<file path="src/rtl/rcefr_pkg.sv">
`default_nettype none
package rcefr_pkg;

  localparam int FRAME_BYTES = 10;
  localparam int FRAME_BITS  = FRAME_BYTES * 8;
  localparam int CNT_W       = $clog2(FRAME_BITS + 1);
  localparam int BYTE_AW     = (FRAME_BYTES > 1) ? $clog2(FRAME_BYTES) : 1;

  localparam logic [15:0] PRE_LO_US  = 16'd2400;
  localparam logic [15:0] PRE_HI_US  = 16'd2700;
  localparam logic [15:0] SYNC_LO_US = 16'd4700;
  localparam logic [15:0] SYNC_HI_US = 16'd5000;

  localparam logic [7:0] FIRST_BYTE = 8'd164;
  localparam logic [7:0] FOLD_BYTE0 = 8'd163;
  localparam logic [3:0] FOLD_SEED  = FOLD_BYTE0[3:0] ^ FOLD_BYTE0[7:4];
  localparam logic [3:0] CHK_HIGH   = 4'b1111;

  localparam logic [15:0] RESET_RESTART_GAP = 16'd100;
  localparam logic [15:0] RESET_GLITCH      = 16'd100;
  localparam logic [15:0] RESET_HALF_MIN    = 16'd500;
  localparam logic [15:0] RESET_HALF_MAX    = 16'd800;
  localparam logic [15:0] RESET_SYNC_OFFSET = 16'd650;

  localparam logic [2:0] REG_RESTART_GAP = 3'd0;
  localparam logic [2:0] REG_GLITCH      = 3'd1;
  localparam logic [2:0] REG_HALF_MIN    = 3'd2;
  localparam logic [2:0] REG_HALF_MAX    = 3'd3;
  localparam logic [2:0] REG_SYNC_OFFSET = 3'd4;

  typedef enum logic [2:0] {
    M_IDLE = 3'd0,
    M_PRE  = 3'd1,
    M_DATA = 3'd2,
    M_PERR = 3'd3,
    M_DERR = 3'd4,
    M_DONE = 3'd5
  } mode_t;

  typedef enum logic [2:0] {
    B_IDLE,
    B_SCAN,
    B_CHECK,
    B_EMIT
  } bstate_t;

  typedef struct packed {
    logic        kind;
    logic [15:0] interval_us;
    logic [15:0] gap_ms;
  } in_t;

  typedef struct packed {
    logic [2:0] status;
    logic [6:0] bits_held;
    logic       byte_valid;
    logic [3:0] byte_index;
    logic [7:0] frame_byte;
    logic       checksum_ok;
    logic       last;
  } out_t;

  typedef struct packed {
    logic       frame;
    mode_t      status;
    logic [6:0] bits_held;
  } cmd_t;

  typedef struct packed {
    logic done;
    logic ok;
  } fb_t;

  typedef struct packed {
    logic               we;
    logic [BYTE_AW-1:0] addr;
    logic [7:0]         data;
  } ram_wr_t;

  function automatic logic [3:0] fold(input logic [7:0] b);
    return b[3:0] ^ b[7:4];
  endfunction

endpackage
`default_nettype wire

</file>
<file path="src/rtl/rcefr_ram.sv">
`default_nettype none
module rcefr_ram #(
  parameter int WIDTH = 8,
  parameter int DEPTH = 16
) (
  input  wire logic                                      clk,
  input  wire logic                                      we,
  input  wire logic [((DEPTH > 1) ? $clog2(DEPTH) : 1)-1:0] waddr,
  input  wire logic [WIDTH-1:0]                          wdata,
  input  wire logic                                      re,
  input  wire logic [((DEPTH > 1) ? $clog2(DEPTH) : 1)-1:0] raddr,
  output logic      [WIDTH-1:0]                          rdata
);

  logic [WIDTH-1:0] mem [DEPTH];

  always_ff @(posedge clk) begin
    if (we) begin
      mem[waddr] <= wdata;
    end
    if (re) begin
      rdata <= mem[raddr];
    end
  end

endmodule
`default_nettype wire

</file>
<file path="src/rtl/rcefr_front.sv">
`default_nettype none
module rcefr_front
  import rcefr_pkg::*;
(
  input  wire logic        clk,
  input  wire logic        rst,
  input  wire logic        push,
  output logic             full,
  input  wire in_t         item,
  input  wire logic        cfg_write,
  input  wire logic [2:0]  cfg_index,
  input  wire logic [15:0] cfg_data,
  output logic             cmd_push,
  output cmd_t             cmd,
  input  wire logic        cmd_full,
  input  wire fb_t         fb,
  output ram_wr_t          ram_wr
);

  logic [15:0] restart_gap_ms, glitch_us, half_min_us, half_max_us, sync_offset_us;

  mode_t            mode, mode_next;
  logic [CNT_W-1:0] bit_total, bit_total_next;
  logic             level_now, level_now_next;
  logic             half_pending, half_pending_next;
  logic             offset_pending, offset_pending_next;
  logic             busy;
  logic [7:0]       acc;

  logic        accept;
  logic [15:0] off, t;
  logic        under, active, in_pre, in_sync, in_full, in_half;
  logic        store, store_val, frame;

  assign full   = cmd_full || busy;
  assign accept = push && !full;

  // An underflowed interval lies beyond every window and is never a glitch.
  assign off     = offset_pending ? sync_offset_us : '0;
  assign under   = item.interval_us < off;
  assign t       = item.interval_us - off;
  assign active  = (mode == M_PRE || mode == M_DATA) && (under || t > glitch_us);
  assign in_pre  = !under && t > PRE_LO_US && t < PRE_HI_US;
  assign in_sync = !under && t > SYNC_LO_US && t < SYNC_HI_US;
  assign in_full = !under && {1'b0, t} > {half_min_us, 1'b0}
                          && {1'b0, t} < {half_max_us, 1'b0};
  assign in_half = !under && t > half_min_us && t < half_max_us;

  always_comb begin
    mode_next           = mode;
    bit_total_next      = bit_total;
    level_now_next      = level_now;
    half_pending_next   = half_pending;
    offset_pending_next = offset_pending;
    store               = 1'b0;
    store_val           = 1'b0;
    frame               = 1'b0;
    if (accept) begin
      if (item.kind) begin
        mode_next         = M_IDLE;
        bit_total_next    = '0;
        level_now_next    = 1'b0;
        half_pending_next = 1'b0;
      end else begin
        offset_pending_next = 1'b0;
        if (item.gap_ms > restart_gap_ms) begin
          mode_next         = M_PRE;
          bit_total_next    = '0;
          level_now_next    = 1'b0;
          half_pending_next = 1'b0;
        end else if (active) begin
          unique case (mode)
            M_PRE: begin
              if (in_pre) begin
                mode_next = M_PRE;
              end else if (in_sync) begin
                mode_next           = M_DATA;
                level_now_next      = 1'b1;
                offset_pending_next = 1'b1;
              end else begin
                mode_next = M_PERR;
              end
            end
            M_DATA: begin
              if (in_full) begin
                level_now_next = !level_now;
                store          = 1'b1;
                store_val      = !level_now;
              end else if (in_half) begin
                if (half_pending) begin
                  half_pending_next = 1'b0;
                end else begin
                  half_pending_next = 1'b1;
                  store             = 1'b1;
                  store_val         = level_now;
                end
              end else begin
                mode_next = M_DERR;
              end
            end
            default: begin
              mode_next = mode;
            end
          endcase
          if (store) begin
            bit_total_next = bit_total + CNT_W'(1);
          end
          if (store && bit_total_next == CNT_W'(FRAME_BITS)) begin
            mode_next = M_DONE;
            frame     = 1'b1;
          end
        end
      end
    end
    // Drop the count once the back end has passed the checksum.
    if (fb.done && fb.ok) begin
      bit_total_next = '0;
    end
  end

  always_comb begin
    cmd_push      = accept;
    cmd.frame     = frame;
    cmd.status    = mode_next;
    cmd.bits_held = 7'(bit_total_next);
    ram_wr.we     = accept && store && bit_total[2:0] == 3'd7;
    ram_wr.addr   = BYTE_AW'(bit_total >> 3);
    ram_wr.data   = {acc[6:0], store_val};
  end

  always_ff @(posedge clk) begin
    if (rst) begin
      mode           <= M_IDLE;
      bit_total      <= '0;
      level_now      <= 1'b0;
      half_pending   <= 1'b0;
      offset_pending <= 1'b0;
      busy           <= 1'b0;
      restart_gap_ms <= RESET_RESTART_GAP;
      glitch_us      <= RESET_GLITCH;
      half_min_us    <= RESET_HALF_MIN;
      half_max_us    <= RESET_HALF_MAX;
      sync_offset_us <= RESET_SYNC_OFFSET;
    end else begin
      mode           <= mode_next;
      bit_total      <= bit_total_next;
      level_now      <= level_now_next;
      half_pending   <= half_pending_next;
      offset_pending <= offset_pending_next;
      // Hold the input while the back end walks the frame store.
      if (frame) begin
        busy <= 1'b1;
      end else if (fb.done) begin
        busy <= 1'b0;
      end
      if (cfg_write) begin
        case (cfg_index)
          REG_RESTART_GAP: restart_gap_ms <= cfg_data;
          REG_GLITCH:      glitch_us      <= cfg_data;
          REG_HALF_MIN:    half_min_us    <= cfg_data;
          REG_HALF_MAX:    half_max_us    <= cfg_data;
          REG_SYNC_OFFSET: sync_offset_us <= cfg_data;
          default:         ;
        endcase
      end
    end
  end

  always_ff @(posedge clk) begin
    if (accept && store) begin
      acc <= {acc[6:0], store_val};
    end
  end

endmodule
`default_nettype wire

</file>
<file path="src/rtl/rcefr_cmdq.sv">
`default_nettype none
module rcefr_cmdq
  import rcefr_pkg::*;
(
  input  wire logic clk,
  input  wire logic rst,
  input  wire logic push,
  input  wire cmd_t din,
  output logic      full,
  input  wire logic pop,
  output cmd_t      dout,
  output logic      valid
);

  cmd_t       slot [2];
  logic       wp, rp;
  logic [1:0] cnt;
  logic       do_push, do_pop;

  assign full    = cnt == 2'd2;
  assign valid   = cnt != 2'd0;
  assign dout    = slot[rp];
  assign do_push = push && !full;
  assign do_pop  = pop && valid;

  always_ff @(posedge clk) begin
    if (rst) begin
      wp  <= 1'b0;
      rp  <= 1'b0;
      cnt <= '0;
    end else begin
      if (do_push) begin
        wp <= !wp;
      end
      if (do_pop) begin
        rp <= !rp;
      end
      case ({do_push, do_pop})
        2'b10:   cnt <= cnt + 2'd1;
        2'b01:   cnt <= cnt - 2'd1;
        default: cnt <= cnt;
      endcase
    end
  end

  always_ff @(posedge clk) begin
    if (do_push) begin
      slot[wp] <= din;
    end
  end

endmodule
`default_nettype wire

</file>
<file path="src/rtl/rcefr_back.sv">
`default_nettype none
module rcefr_back
  import rcefr_pkg::*;
(
  input  wire logic               clk,
  input  wire logic               rst,
  input  wire logic               cmd_valid,
  input  wire cmd_t               cmd,
  output logic                    cmd_pop,
  output logic                    ram_re,
  output logic [BYTE_AW-1:0]      ram_raddr,
  input  wire logic [7:0]         ram_rdata,
  output fb_t                     fb,
  output logic                    empty,
  input  wire logic               pop,
  output out_t                    result
);

  localparam logic [BYTE_AW-1:0] LAST_IDX = BYTE_AW'(FRAME_BYTES - 1);

  bstate_t            state, state_next;
  logic [BYTE_AW-1:0] idx;
  logic [7:0]         prev;
  logic [7:0]         chk;
  logic [3:0]         sum;
  logic               ok;

  out_t       res_q [2];
  logic       wp, rp;
  logic [1:0] cnt;
  logic       oq_full, res_push, res_pop;
  out_t       res;
  logic [7:0] dec;
  logic       is_last;

  assign oq_full = cnt == 2'd2;
  assign empty   = cnt == 2'd0;
  assign result  = res_q[rp];
  assign res_pop = pop && !empty;
  assign dec     = prev ^ ram_rdata;
  assign is_last = idx == LAST_IDX;

  always_comb begin
    state_next = state;
    unique case (state)
      B_IDLE: begin
        if (cmd_valid && cmd.frame) begin
          state_next = B_SCAN;
        end
      end
      B_SCAN: begin
        if (is_last) begin
          state_next = B_CHECK;
        end
      end
      B_CHECK: begin
        state_next = B_EMIT;
      end
      B_EMIT: begin
        if (!oq_full && is_last) begin
          state_next = B_IDLE;
        end
      end
      default: begin
        state_next = B_IDLE;
      end
    endcase
  end

  always_comb begin
    cmd_pop   = 1'b0;
    ram_re    = 1'b0;
    ram_raddr = '0;
    res_push  = 1'b0;
    res       = '0;
    fb        = '0;
    unique case (state)
      B_IDLE: begin
        if (cmd_valid && cmd.frame) begin
          cmd_pop = 1'b1;
          ram_re  = 1'b1;
        end else if (cmd_valid && !oq_full) begin
          cmd_pop       = 1'b1;
          res_push      = 1'b1;
          res.status    = cmd.status;
          res.bits_held = cmd.bits_held;
          res.last      = 1'b1;
        end
      end
      B_SCAN: begin
        if (!is_last) begin
          ram_re    = 1'b1;
          ram_raddr = idx + BYTE_AW'(1);
        end
      end
      B_CHECK: begin
        ram_re = 1'b1;
      end
      B_EMIT: begin
        if (!oq_full) begin
          res_push        = 1'b1;
          res.status      = M_DONE;
          res.bits_held   = ok ? '0 : 7'(FRAME_BITS);
          res.byte_valid  = 1'b1;
          res.byte_index  = 4'(idx);
          res.frame_byte  = (idx == '0) ? FIRST_BYTE : dec;
          res.checksum_ok = ok;
          res.last        = is_last;
          if (is_last) begin
            fb.done = 1'b1;
            fb.ok   = ok;
          end else begin
            ram_re    = 1'b1;
            ram_raddr = idx + BYTE_AW'(1);
          end
        end
      end
      default: begin
        cmd_pop = 1'b0;
      end
    endcase
  end

  always_ff @(posedge clk) begin
    if (rst) begin
      state <= B_IDLE;
      wp    <= 1'b0;
      rp    <= 1'b0;
      cnt   <= '0;
    end else begin
      state <= state_next;
      if (res_push) begin
        wp <= !wp;
      end
      if (res_pop) begin
        rp <= !rp;
      end
      case ({res_push, res_pop})
        2'b10:   cnt <= cnt + 2'd1;
        2'b01:   cnt <= cnt - 2'd1;
        default: cnt <= cnt;
      endcase
    end
  end

  // First pass folds the checksum, second pass emits the unchained bytes.
  always_ff @(posedge clk) begin
    if (res_push) begin
      res_q[wp] <= res;
    end
    unique case (state)
      B_IDLE: begin
        idx <= '0;
        sum <= FOLD_SEED;
      end
      B_SCAN: begin
        prev <= ram_rdata;
        if (idx == BYTE_AW'(1)) begin
          chk <= dec;
        end
        if (idx > BYTE_AW'(1)) begin
          sum <= sum ^ fold(dec);
        end
        if (!is_last) begin
          idx <= idx + BYTE_AW'(1);
        end
      end
      B_CHECK: begin
        ok  <= chk[7:4] == CHK_HIGH && chk[3:0] == sum;
        idx <= '0;
      end
      B_EMIT: begin
        if (!oq_full) begin
          prev <= ram_rdata;
          if (!is_last) begin
            idx <= idx + BYTE_AW'(1);
          end
        end
      end
      default: begin
        idx <= '0;
      end
    endcase
  end

endmodule
`default_nettype wire

</file>
<file path="src/rtl/rolling_code_edge_frame_receiver_core.sv">
`default_nettype none
// Channel   Ports                              Beat taken when
// -------   --------------------------------   ---------------------
// input     push, full, item (in_t)            push && !full
// result    empty, pop, result (out_t)         pop && !empty
// config    cfg_write, cfg_index, cfg_data     cfg_write
//
// Each edge or clear beat goes through the command queue; the back end writes its
// results to the result queue, one per frame byte for a completing edge, else a single
// one. A completing edge makes the back end walk the byte store twice over its one read
// port, full held high meanwhile. Reset loads the register defaults and empties both
// queues; the byte store needs no clearing. A stalled result side backs up into full.
module rolling_code_edge_frame_receiver_core
  import rcefr_pkg::*;
(
  input  wire logic        clk,
  input  wire logic        rst,
  input  wire logic        push,
  output logic             full,
  input  wire in_t         item,
  output logic             empty,
  input  wire logic        pop,
  output out_t             result,
  input  wire logic        cfg_write,
  input  wire logic [2:0]  cfg_index,
  input  wire logic [15:0] cfg_data
);

  logic               cmd_push, cmd_full, cmd_valid, cmd_pop;
  cmd_t               cmd_in, cmd_out;
  fb_t                fb;
  ram_wr_t            ram_wr;
  logic               ram_re;
  logic [BYTE_AW-1:0] ram_raddr;
  logic [7:0]         ram_rdata;

  rcefr_front u_front (
    .clk       (clk),
    .rst       (rst),
    .push      (push),
    .full      (full),
    .item      (item),
    .cfg_write (cfg_write),
    .cfg_index (cfg_index),
    .cfg_data  (cfg_data),
    .cmd_push  (cmd_push),
    .cmd       (cmd_in),
    .cmd_full  (cmd_full),
    .fb        (fb),
    .ram_wr    (ram_wr)
  );

  rcefr_cmdq u_cmdq (
    .clk   (clk),
    .rst   (rst),
    .push  (cmd_push),
    .din   (cmd_in),
    .full  (cmd_full),
    .pop   (cmd_pop),
    .dout  (cmd_out),
    .valid (cmd_valid)
  );

  rcefr_ram #(
    .WIDTH (8),
    .DEPTH (FRAME_BYTES)
  ) u_store (
    .clk   (clk),
    .we    (ram_wr.we),
    .waddr (ram_wr.addr),
    .wdata (ram_wr.data),
    .re    (ram_re),
    .raddr (ram_raddr),
    .rdata (ram_rdata)
  );

  rcefr_back u_back (
    .clk       (clk),
    .rst       (rst),
    .cmd_valid (cmd_valid),
    .cmd       (cmd_out),
    .cmd_pop   (cmd_pop),
    .ram_re    (ram_re),
    .ram_raddr (ram_raddr),
    .ram_rdata (ram_rdata),
    .fb        (fb),
    .empty     (empty),
    .pop       (pop),
    .result    (result)
  );

endmodule
`default_nettype wire
</file>
<file path="config.mk">
export PLATFORM = sky130hd
export DESIGN_NAME = rolling_code_edge_frame_receiver_core
export DESIGN_NICKNAME = d
export VERILOG_FILES = /design/src/rtl/rcefr_pkg.sv /design/src/rtl/rcefr_ram.sv /design/src/rtl/rcefr_front.sv /design/src/rtl/rcefr_cmdq.sv /design/src/rtl/rcefr_back.sv /design/src/rtl/rolling_code_edge_frame_receiver_core.sv
export SDC_FILE = /design/constraint.sdc
export NUM_CORES = 1
export LEC_CHECK = 0
export BUFFER_PORTS_ARGS = -buffer_cell sky130_fd_sc_hd__buf_2
export CORE_MARGIN = 2
export CORE_UTILIZATION = 64
export CTS_BUF_LIST = sky130_fd_sc_hd__clkbuf_2 sky130_fd_sc_hd__clkbuf_4 sky130_fd_sc_hd__clkbuf_8
export DETAILED_ROUTE_END_ITERATION = 10
export GPL_ROUTABILITY_DRIVEN = 0
export PLACE_DENSITY = 0.83
export SYNTH_ARGS = -nofsm -noshare
export SYNTH_HDL_FRONTEND = slang
export SYNTH_SLANG_ARGS = --single-unit
export TNS_END_PERCENT = 50
</file>
<file path="constraint.sdc">
create_clock -name clk -period 8.37 [get_ports clk]
set_input_delay 1.674 -clock clk [delete_from_list [all_inputs] [get_ports clk]]
set_output_delay 1.674 -clock clk [all_outputs]
set_load 0.03 [all_outputs]
</file>
==> impl_results.md, run 1 <==
- Count of final setup violators: 0
- Worst reg2reg path startpoint: u_front.offset_pending$_SDFFE_PP0P_
- Synthesized flop and latch total: around 300
- YS warnings: 0
- Layout area overhead: 10.5%
- Worst VDD drop: ~0.00016 V
- FF-to-FF End: u_store.mem[0][6]$_DFFE_PP_
- Met2 usage: 0.480
- Slew @ Worst Pin: roughly 1100 ps
- Worst min path class: reg -> reg
- Hold Fails Final Rpt: 0
- EDFF count, synth: roughly 190
- Core area: around 0.024 mm2
- Lkg Pwr: 0.00634 uW
- Die Ht: ~160 um
- Biggest area consumer among synthesized cells: edfxtp_1
- CTS tree: yes
- Total wire length: approximately 37 mm
- Area of the mapped netlist: around 0.015 mm2
- First-pass detailed-route iteration total: 5
- Dominant synthesized flop cell: edfxtp_1
- Most Crowded Layer GR: met2
- Synth cell types: between 70 and 80
- H-tree depth: 2
- Pwr Density: around 250 mW/mm2
- Rows: 56
- Fin Clk Skew: about 32 ps
- Placed inst area: approximately 0.016 mm2
- Iter 0 DRT Violations: a little under 1000
- Hold buffer count at CTS: 0
- Ant. Diodes: 0
- Async S/R FF share, synth: 0
- Cells after Synth: between 1000 and 1500
- Setup CP Type: in -> reg
- Ports: 84
- Unrepaired setup endpoints after global routing: no
- Drt via density: 6.08
- CP max FO: 8
- First-pass GRT wire length: around 59 mm
- Max cap viols: 0
- Min Tclk post-route: around 7400 ps
- CP endpoint: u_store.mem[0][6]$_DFFE_PP_
- Mean Syn Cell Area: 10.4 um2
- Nets@finish: roughly 1800
- Worst endpoint data arrival time: 7550 ps
- Clk sinks: about 300
- Startpoint class of the critical path: input port
- Sequential element share of the synthesized area: 0.509
- Vias in the first global route: around 12000
- Synth area leaders: edfxtp_1, dfxtp_1, ha_1
- Crit end category: flip-flop
- FF-to-FF setup slack: 1270 ps
- Final ANT Viol Nets: 0
- Clock slew at reported path FFs: 60 ps
- Final Max Tran Viols: 0
- Fmax achieved: 136 MHz
- CTS root buf: clkbuf_8
- GR Util met1: 0.384
- Clock Latency Late Sink: ~580 ps
- Cell depth of the worst flop-to-flop path: 19
- Tcrit/Tclk final: 0.881
- CTS buffer count: 47
- Die area: between 0.02 and 0.03 mm2
- Status: finished, final reports clean
- Die W: ~160 um
- Critical path startpoint: item[16]
- Relative slew slack: 0.259
- Final Cell Area: about 0.017 mm2
- Largest net degree at the start of global routing: 82
- Port bufs: slightly above 80
- Routed WL per cell: between 15 and 20 um
- DP HPWL: between 20 and 30 mm
- Share of the synthesized area in the top cell type: 0.372
- Gr ovfl total: 0
- Detailed-route via count: 11800
- Ratio of cells with drive above 1 in the final layout: 0.140
- Initial antenna violation count: 0
- Total GRT Usage: 0.289
- Post-cts sizing count: 0
- Setup TNS Final: 0 ps
- Fillers: between 1500 and 2000
- Max Root-Sink Buffers: 3
- Worst endpoint required time: 8550 ps
- Met3 GRT Util: 0.0448
- Synthesized Nets: 1672
- # DRC: 0
- Initial Util: 0.656
- Postcts setup bufs: 0
[worst max-delay path: stages]
cell	delay, ps
buf_2	90
inv_1	50
ha_1	190
inv_1	70
fa_1	420
a211oi_2	450
nor4_4	120
nor3_2	350
o21ai_0	170
xor2_1	620
ha_1	360
nand4_1	140
nor4_1	90
a221o_1	310
a211oi_1	480
nand3_1	440
a2111oi_4	560
nand3_2	220
nor4_2	730
[metal layers]
metal  wire, um  up-vias
met5          0        -
met3       3000       97
met2      17300      499
met4       1230        0
li1           -     5595
met1      15000     5561
[flip-flops by register name, indices dropped and copies added (netlist names), 8 cells and up, named ones only]
signal	count
u_back.prev	8
u_front.half_min_us	16
u_front.half_max_us	16
u_store.rdata	8
u_front.restart_gap_ms	16
u_cmdq.slot	22
u_front.glitch_us	16
u_back.res_q	50
u_store.mem	80
u_front.sync_offset_us	16
u_back.chk	8
[cell type report]
type / instances / area (um2) / area share
clock buffers: 63 / 792 / 0.0463
clock inverters: 23 / 141 / 0.00826
inverters: 97 / 364 / 0.0213
multi-input cells: 1037 / 7020 / 0.410
flip-flops and latches: 298 / 7890 / 0.461
well taps: 319 / 399 / 0.0233
repair buffers: 97 / 520 / 0.0304
[cell usage in the layout (no fill, tap or decap), types with 28 or more instances in the layout]
cell type  synthesis  routed
nand3_1           35      35
a21oi_1          121     121
buf_2              4      83
o21ai_0           34      34
nand2_1          240     240
edfxtp_1         192     192
a211oi_1          42      42
dfxtp_1          106     106
xnor2_1           28      28
mux2i_1           34      34
ha_1             120     120
clkbuf_8           0      51
nor2_1            79      77
inv_1             97      97
[Yosys cell counts (5+ instances only)]
cell      number
mux2_2        25
inv_1         97
nand2_1      240
o21ai_0       34
a21o_1        15
clkbuf_1      49
and2_1        12
a31oi_1        7
o21a_1        11
nand4_1       14
a211o_1        5
mux2i_1       34
and4_1         6
nor3_1        17
o22ai_1        8
dfxtp_1      106
o211ai_1      19
nor2b_1       25
a21oi_1      121
o31a_1         8
nand3b_1       6
or3_1          8
nor2_1        79
and3_1        11
xor2_1         9
ha_1         120
xnor2_1       28
a221o_1        5
buf_1          9
edfxtp_1     192
a211oi_1      42
nand3_1       35
[report_power, final]
group,internal (uW),switching (uW)
Sequential,1800,93.0
Combinational,427,756
Clock,652,560
Total,2880,1410
[how the worst min path moves through the flow]
stage          slack (ps)                               startpoint  depth (start not counted)                                      end
2_1_floorplan         430   u_front.sync_offset_us[0]$_SDFFE_PP0P_                          2   u_front.sync_offset_us[0]$_SDFFE_PP0P_
3_3_place_gp          440       u_front.glitch_us[15]$_SDFFE_PP0P_                          2       u_front.glitch_us[15]$_SDFFE_PP0P_
3_5_place_dp          450   u_front.sync_offset_us[2]$_SDFFE_PP0P_                          2   u_front.sync_offset_us[2]$_SDFFE_PP0P_
4_1_cts               450   u_front.sync_offset_us[2]$_SDFFE_PP0P_                          2   u_front.sync_offset_us[2]$_SDFFE_PP0P_
5_1_grt               470        u_front.glitch_us[8]$_SDFFE_PP0P_                          2        u_front.glitch_us[8]$_SDFFE_PP0P_
6_report              460  u_front.sync_offset_us[10]$_SDFFE_PP0P_                          2  u_front.sync_offset_us[10]$_SDFFE_PP0P_
[kinds of logic (layout without fill, tap and decap cells)]
logic type | Yosys count | in the layout | synth area share
adder cells (fa/ha/maj) | 121 | 121 | 0.0982
AO/OA/AOI/OAI | 329 | 329 | 0.142
flip-flops | 298 | 298 | 0.509
multiplexers | 59 | 59 | 0.0401
AND/OR/NAND/NOR | 491 | 491 | 0.151
buffers and inverters | 159 | 280 | 0.0389
XOR/XNOR | 37 | 37 | 0.0209
[through the flow]
step | instances | worst slack, ps | utilization | power, uW | hold slack, ps
final | 1934 | 998 | 0.725 | 4290 | 456
after global routing | 1934 | 694 | 0.725 | 4500 | 472
after CTS | 1934 | 1140 | 0.725 | 4300 | 454
after detailed placement | 1848 | 609 | 0.686 | 3100 | 446
after global placement | 1848 | 825 | 0.686 | 3040 | 441
after floorplan | 1494 | 1310 | - | 2770 | 432
Power figures use the tool's default switching activity.
==> inputs of run 2 (changes only) <==
- CORE_MARGIN: 2 -> default
==> run 2 against run 1 <==
Effect of this change: wire length increased by 0.31%; register-to-register slack improved by 50 ps; cell area increased by 0.16%; count of clock-buffer cells in the layout increased by 6; flip-flop and latch count unchanged; via count increased by 0.66%; combinational power about the same; fmax increased by 0.13%; largest power group unchanged.
==> impl_results.md, run 2 (synthesis gave the netlist of run 1 again) <==
- Crit path max-delay cell type: a2111oi_4
- FF-to-FF End: u_store.mem[0][5]$_DFFE_PP_
- Detailed-route via count: 11800
- Nets@finish: 1757
- Rows: 56
- CTS buffer count: between 40 and 50
- Setup TNS Final: 0 ps
- Tcrit/Tclk final: 0.880
- Crit path cell chain: buf_2 > inv_1 > ha_1 > inv_1 > fa_1 > a211oi_2 > nor4_4 > nor3_2 > o21ai_0 > xor2_1 > ha_1 > nand4_1 > nor4_1 > a221o_1 > a211oi_1 > nand3_1 > a2111oi_4 > nand3_2 > nor4_2
- Routed WL per cell: 18.9 um
- First-pass detailed-route iteration total: 6
- Setup CP Type: in -> reg
- Clk sinks: between 200 and 300
- Clock Latency Late Sink: roughly 600 ps
- Hold buffer count at CTS: 0
- # DRC: 0
- Postcts setup bufs: 0
- Slew @ Worst Pin: about 1200 ps
- Worst VDD drop: approximately 0.00016 V
- Worst reg2reg path startpoint: u_front.offset_pending$_SDFFE_PP0P_
- Slowest stage delay, CP: 740 ps
- Ratio of cells with drive above 1 in the final layout: 0.144
- Fmax achieved: around 140 MHz
- Gr ovfl total: 0
- Count of final setup violators: 0
- Top Registers: u_store.mem x80, u_back.res_q x50, u_cmdq.slot x22
- Largest net degree at the start of global routing: 82
- Startpoint class of the critical path: input port
- Largest Register: u_store.mem
- Clock slew at reported path FFs: 60 ps
- Total GRT Usage: 0.303
- Dpl cells: 1849
- Drt via density: roughly 6.1
- WHS Endpoint: u_front.sync_offset_us[6]$_SDFFE_PP0P_
- Final Max Tran Viols: 0
- Ant. Diodes: 0
- Cell depth of the worst flop-to-flop path: 18
- Vias in the first global route: roughly 11000
- Critical path startpoint: item[16]
- Most frequent cells in the layout: nand2_1, edfxtp_1, a21oi_1
- Top delay family on crit path: compound AO/OA/AOI/OAI gates
- Die Ht: ~160 um
- Worst min path class: reg -> reg
- Worst endpoint required time: 8570 ps
- Hold_sp: u_front.sync_offset_us[6]$_SDFFE_PP0P_
- Lkg Pwr: ~0.0064 uW
- Post-route insts no fill: just under 2000
- Worst endpoint data arrival time: ~7600 ps
- Max reg flops: 80
- CTS root buf: clkbuf_8
- Post-cts sizing count: 0
- H-tree depth: 2
- Ports: 84
- Layout area overhead: 10.7%
- Commonest non-fill, non-tap cell in the layout: nand2_1
- Power, Total: 4320 uW
- Iter 0 DRT Violations: 1094
- Unrepaired setup endpoints after global routing: no
- CP max FO: 8
- Initial Util: 0.656
- Hold Fails Final Rpt: 0
- Fillers: 1649
- Total wire length: 36.7 mm
- First-pass GRT wire length: 58.2 mm
- Relative slew slack: 0.209
- Final ANT Viol Nets: 0
- DP HPWL: 26.2 mm
- Status: finished, final reports clean
- Hold Path Cell Cnt: 2
- Worst Path Buf+Inv: 3
- Max Root-Sink Buffers: 3
- Max cap viols: 0
- Initial antenna violation count: 0
- Pwr Density: between 200 and 300 mW/mm2
- Core area: ~0.024 mm2
- Min Tclk post-route: between 7000 and 8000 ps
- Die W: ~160 um
- FF-to-FF setup slack: approximately 1300 ps
- Crit end category: flip-flop
- Port bufs: 83
- Fin Clk Skew: about 44 ps
- CTS tree: yes
- Die area: around 0.025 mm2
[run 2: changes by cell type in the layout (fill, tap and decap cells not counted)]
cell / change
clkinv_1: -5
clkbuf_4: +4
clkbuf_8: +2
clkinvlp_4: +2
inv_6: -2
buf_4: +1
bufinv_16: -1
clkinv_2: -1
clkinv_4: -1
inv_12: +1
inv_8: +1
[run 2: metal layers]
| metal | track usage | vias up | wire [um] |
|---|---|---|---|
| met5 | 0 | - | 0 |
| met4 | 0.107 | 0 | 1040 |
| met3 | 0.0443 | 89 | 3050 |
| met2 | 0.513 | 494 | 17500 |
| met1 | 0.398 | 5645 | 15100 |
| li1 | - | 5601 | - |
[run 2: how the worst max path moves through the flow]
| stage | cells past startpoint | endpoint |
|---|---|---|
| 2_1_floorplan | 16 | u_store.mem[6][0]$_DFFE_PP_ |
| 3_3_place_gp | 19 | u_store.mem[0][7]$_DFFE_PP_ |
| 3_5_place_dp | 19 | u_store.mem[0][3]$_DFFE_PP_ |
| 4_1_cts | 19 | u_store.mem[0][1]$_DFFE_PP_ |
| 5_1_grt | 19 | u_store.mem[0][5]$_DFFE_PP_ |
| 6_report | 19 | u_store.mem[0][5]$_DFFE_PP_ |
[run 2: worst min-delay path: stages (launching register included)]
cell	delay, ps
dfxtp_1	310
nand2_1	50
a21oi_1	50
[run 2: area by class of cell]
class / instances / area, um2 / area share
well taps: 319 / 399 / 0.0233
inverters: 97 / 364 / 0.0212
multi-input cells: 1037 / 7020 / 0.409
clock inverters: 17 / 104 / 0.00606
flip-flops and latches: 298 / 7890 / 0.460
clock buffers: 69 / 850 / 0.0495
repair buffers: 98 / 528 / 0.0308
[run 2: through the flow]
step           utilization  hold WS (ps)  instance area, um2  setup slack, ps
2_1_floorplan            -           432               15500             1310
3_3_place_gp         0.686           442               16200              783
3_5_place_dp         0.686           446               16200              448
4_1_cts              0.726           455               17100             1050
5_1_grt              0.726           470               17100              651
6_report             0.726           455               17100             1010
[run 2: where the power goes]
part           total, uW  switching [uW]  internal [uW]
registers           1900            93.7           1810
logic               1170             751            424
clock network       1240             584            660
total               4320            1430           2890
